===== config.mk =====
export PLATFORM = sky130hd
export DESIGN_NAME = cstd_ram
export DESIGN_NICKNAME = d
export VERILOG_FILES = /design/src/hdl/cstd_ram.sv
export SDC_FILE = /design/constraint.sdc
export NUM_CORES = 1
export LEC_CHECK = 0
export BUFFER_PORTS_ARGS = -buffer_cell sky130_fd_sc_hd__buf_4
export CAP_MARGIN = 20
export CORE_MARGIN = 2
export CORE_UTILIZATION = 65
export DETAILED_ROUTE_END_ITERATION = 8
export PLACE_DENSITY = 0.82
export RECOVER_POWER = 100
export SYNTH_ARGS = -nofsm -noshare
export SYNTH_HDL_FRONTEND = slang
export SYNTH_SLANG_ARGS = --single-unit

===== constraint.sdc =====
create_clock -name clk_i -period 4.4 [get_ports clk_i]
set_input_delay 0.44 -clock clk_i [delete_from_list [all_inputs] [get_ports clk_i]]
set_output_delay 0.44 -clock clk_i [all_outputs]
set_load 0.01 [all_outputs]

===== src/hdl/cstd_ram.sv =====
// Generic single-write, single-read RAM with a registered read port.
module cstd_ram #(
  parameter int WIDTH = 8,
  parameter int DEPTH = 64
) (
  input  logic                                     clk_i,
  input  logic                                     we_i,
  input  logic [((DEPTH > 1) ? $clog2(DEPTH) : 1)-1:0] waddr_i,
  input  logic [WIDTH-1:0]                         wdata_i,
  input  logic [((DEPTH > 1) ? $clog2(DEPTH) : 1)-1:0] raddr_i,
  output logic [WIDTH-1:0]                         rdata_o
);

  logic [WIDTH-1:0] mem_q [DEPTH];
  logic [WIDTH-1:0] rdata_q;

  always_ff @(posedge clk_i) begin
    if (we_i) begin
      mem_q[waddr_i] <= wdata_i;
    end
    rdata_q <= mem_q[raddr_i];
  end

  assign rdata_o = rdata_q;

endmodule


==> flow_summary.yaml <==
critical_path:
  cp-start-kind: "input port"
  critPathRequiredTime_ns: 4.81
  cp-end-kind: "flop"
  path_class: "in2reg"
  cp_max_fo: 39
  worstPathArrival_ns: 3.42
logic_synthesis:
  synth_compound_area_share_pct: 2.072
  muxShareOfSynthArea_pct: 15.94
  synth-seq-cells: 520
  synth_top_family_by_area: "multiplexers"
  netlist_area_um2: 20170
  yosysSeqAreaShare_pct: 77.03
  synth_cells: 940
  synth_xor_area_share_pct: 0
  synth_flop_cell: "edfxtp_1"
  synth_area_leaders: "edfxtp_1 (76%), mux4_2 (14%), nor2_1 (1.5%)"
  netlist.area_leader.share_pct: 76.24
  yosys_warnings: 0
  syn_nets: 962
  synth_simple_gate_area_share_pct: 3.388
  synth_adder_area_share_pct: 0
  synthArstFlopShare_pct: 0
  yosysTopAreaCell: "edfxtp_1"
  synth.distinct_cells: 40
  syn_avg_cell_area_um2: 21.45
  synth-edff-count: 512
route:
  vias_per_cell: 6.968
  drc_errors: 0
  vias: 9846
  drtIter0Drc: 1656
  drtPass1Iterations: 5
  wl_um: 42880
  wl_per_cell_um: 30.35
  final_antenna_net_count: 0
global_route:
  grt-ovfl-total: 0
  grt_pass1_wl_um: 64190
  antenna_found_initial: 0
  grt_pass1_vias: 10029
  grt_start_max_net_pins: 65
  groute.usage.overall_pct: 27.05
timing:
  period_minus_slack_ns: 3.014
  relSlewSlack_pct: -102.0
  setup_violations: 0
  hold_viol: 0
  tightest_slew_ns: 3.029
  max_freq_mhz: 331.8
  clock_skew_ns: 0.01932
  rsz0062_at_grt: "no"
  tns_ns: 0
  drv_slew: 520
  finalCritPeriodShare_pct: 68.51
  setup_ws_ns: 1.386
power:
  p_total_mw: 10.18
  p_leak_nw: 6.851
  power_density_nw_per_um2: 458.9
  ir_drop_v: 0.0003204
floorplan:
  die_area_um2: 32450
  die_h_um: 180.1
  die_w_um: 180.1
  start_util_pct: 65.93
  row_count: 64
  io_pins: 30
  core_um2: 30590
cells_and_area:
  area_delta_synth_final_pct: 10.01
  mostFrequentLayoutCell: "edfxtp_1"
  nets: 1002
  final_core_util_pct: 72.53
  stdcell_area_um2: 22190
  regArea_um2: 15530
  layout-drive-gt1-share_pct: 22.74
  final_cell_mix: "edfxtp_1 (512), mux4_2 (126), nor2_1 (83), clkbuf_16 (49), clkbuf_1 (33)"
  multi_input_area_um2: 4315
  fillers: 1722
clocking:
  cts-root-buf: "clkbuf_16"
  htreeDepth: 2
  cts_inserted_buffers: 49
  clock_latency_ns: 0.56
  clkSinkCount: 520
  cts_resized: 0
  holdBufCountCts: 0
  cts_tree: "done"
  clk_pin_slew_ns: 0.06
  post_cts_buffers: 0
  clockBufferDepth: 3
run_status:
  failed_checks: "capacitance limit, slew limit"
  status: "complete, but fails checks"
placed_design:
  place_ws_ns: 1.157
  gp_congestion: 0.7921
  io_buffer_count: 29
  place_area_um2: 20690
  dp_hpwl_um: 24590
min_path:
  hold_class: "in2reg"
run:
  cap_viol_max_count: 8
[registers in the layout, summed over array words and instances, names as in the netlist]
register,count
rdata_o,8
mem_q,512
[per-stage QoR]
| step | hold slack [ns] | cells |
|---|---|---|
| after floorplan | 0.5389 | 940 |
| after global placement | 0.8206 | 1325 |
| after detailed placement | 0.8229 | 1325 |
| after CTS | 0.2462 | 1412 |
| after global routing | 0.2719 | 1412 |
| final | 0.2653 | 1413 |
[cell families (layout without fill, tap and decap cells)]
family	Yosys count	after routing
AO/OA/AOI/OAI	54	54
buffers and inverters	51	127
flip-flops	520	520
multiplexers	162	162
other	0	1
AND/OR/NAND/NOR	153	153
[final timing paths]
check	end	cells after the start	slack (ns)	from
worst max register to register	rdata_o[6]	5	2.14	mem_q[25][6]
worst min register to register	rdata_o[0]	4	0.86	mem_q[35][0]
worst max-delay path	rdata_o[7]	8	1.39	raddr_i[0]
worst min-delay path	rdata_o[2]	3	0.27	raddr_i[5]
[power breakdown]
part | switching [mW] | internal, mW | total, mW
registers | 0.0140 | 5.49 | 5.51
logic | 0.308 | 0.179 | 0.487
clock network | 1.75 | 2.44 | 4.19
[critical path, cell delays in order]
cell	delay [ns]
clkbuf_8	0.42
buf_12	0.32
clkbuf_2	0.89
mux4_2	0.62
mux2i_1	0.22
a21oi_1	0.09
o21ai_0	0.21
nand2_1	0.13
[cells in the mapped netlist (11+ instances only)]
cell	number
nor2_1	83
nand2_1	19
mux2_2	13
buf_4	13
mux2i_1	23
nand3_1	13
nor2b_1	14
edfxtp_1	512
buf_2	11
mux4_2	126
clkbuf_1	17
[area by class of cell]
| cell class | count | share of cell area (%) |
|---|---|---|
| sequential | 520 | 70.02 |
| multi-input combinational | 369 | 19.45 |
| clock buffer | 63 | 5.854 |
| tap | 396 | 2.233 |
| clock inverter | 24 | 1.303 |
| timing repair buffer | 40 | 1.128 |
| antenna | 1 | 0.01128 |
[routing by layer]
layer	wire length, µm	track usage (%)	up-vias	part of all wire [%]
met1	16020	39.43	5092	37
met2	20800	42.34	628	49
li1	-	-	4002	-
met3	4455	5.315	124	10
met5	0	0	-	0
met4	1601	9.290	0	3.7
(Power assumes the default switching activity.)
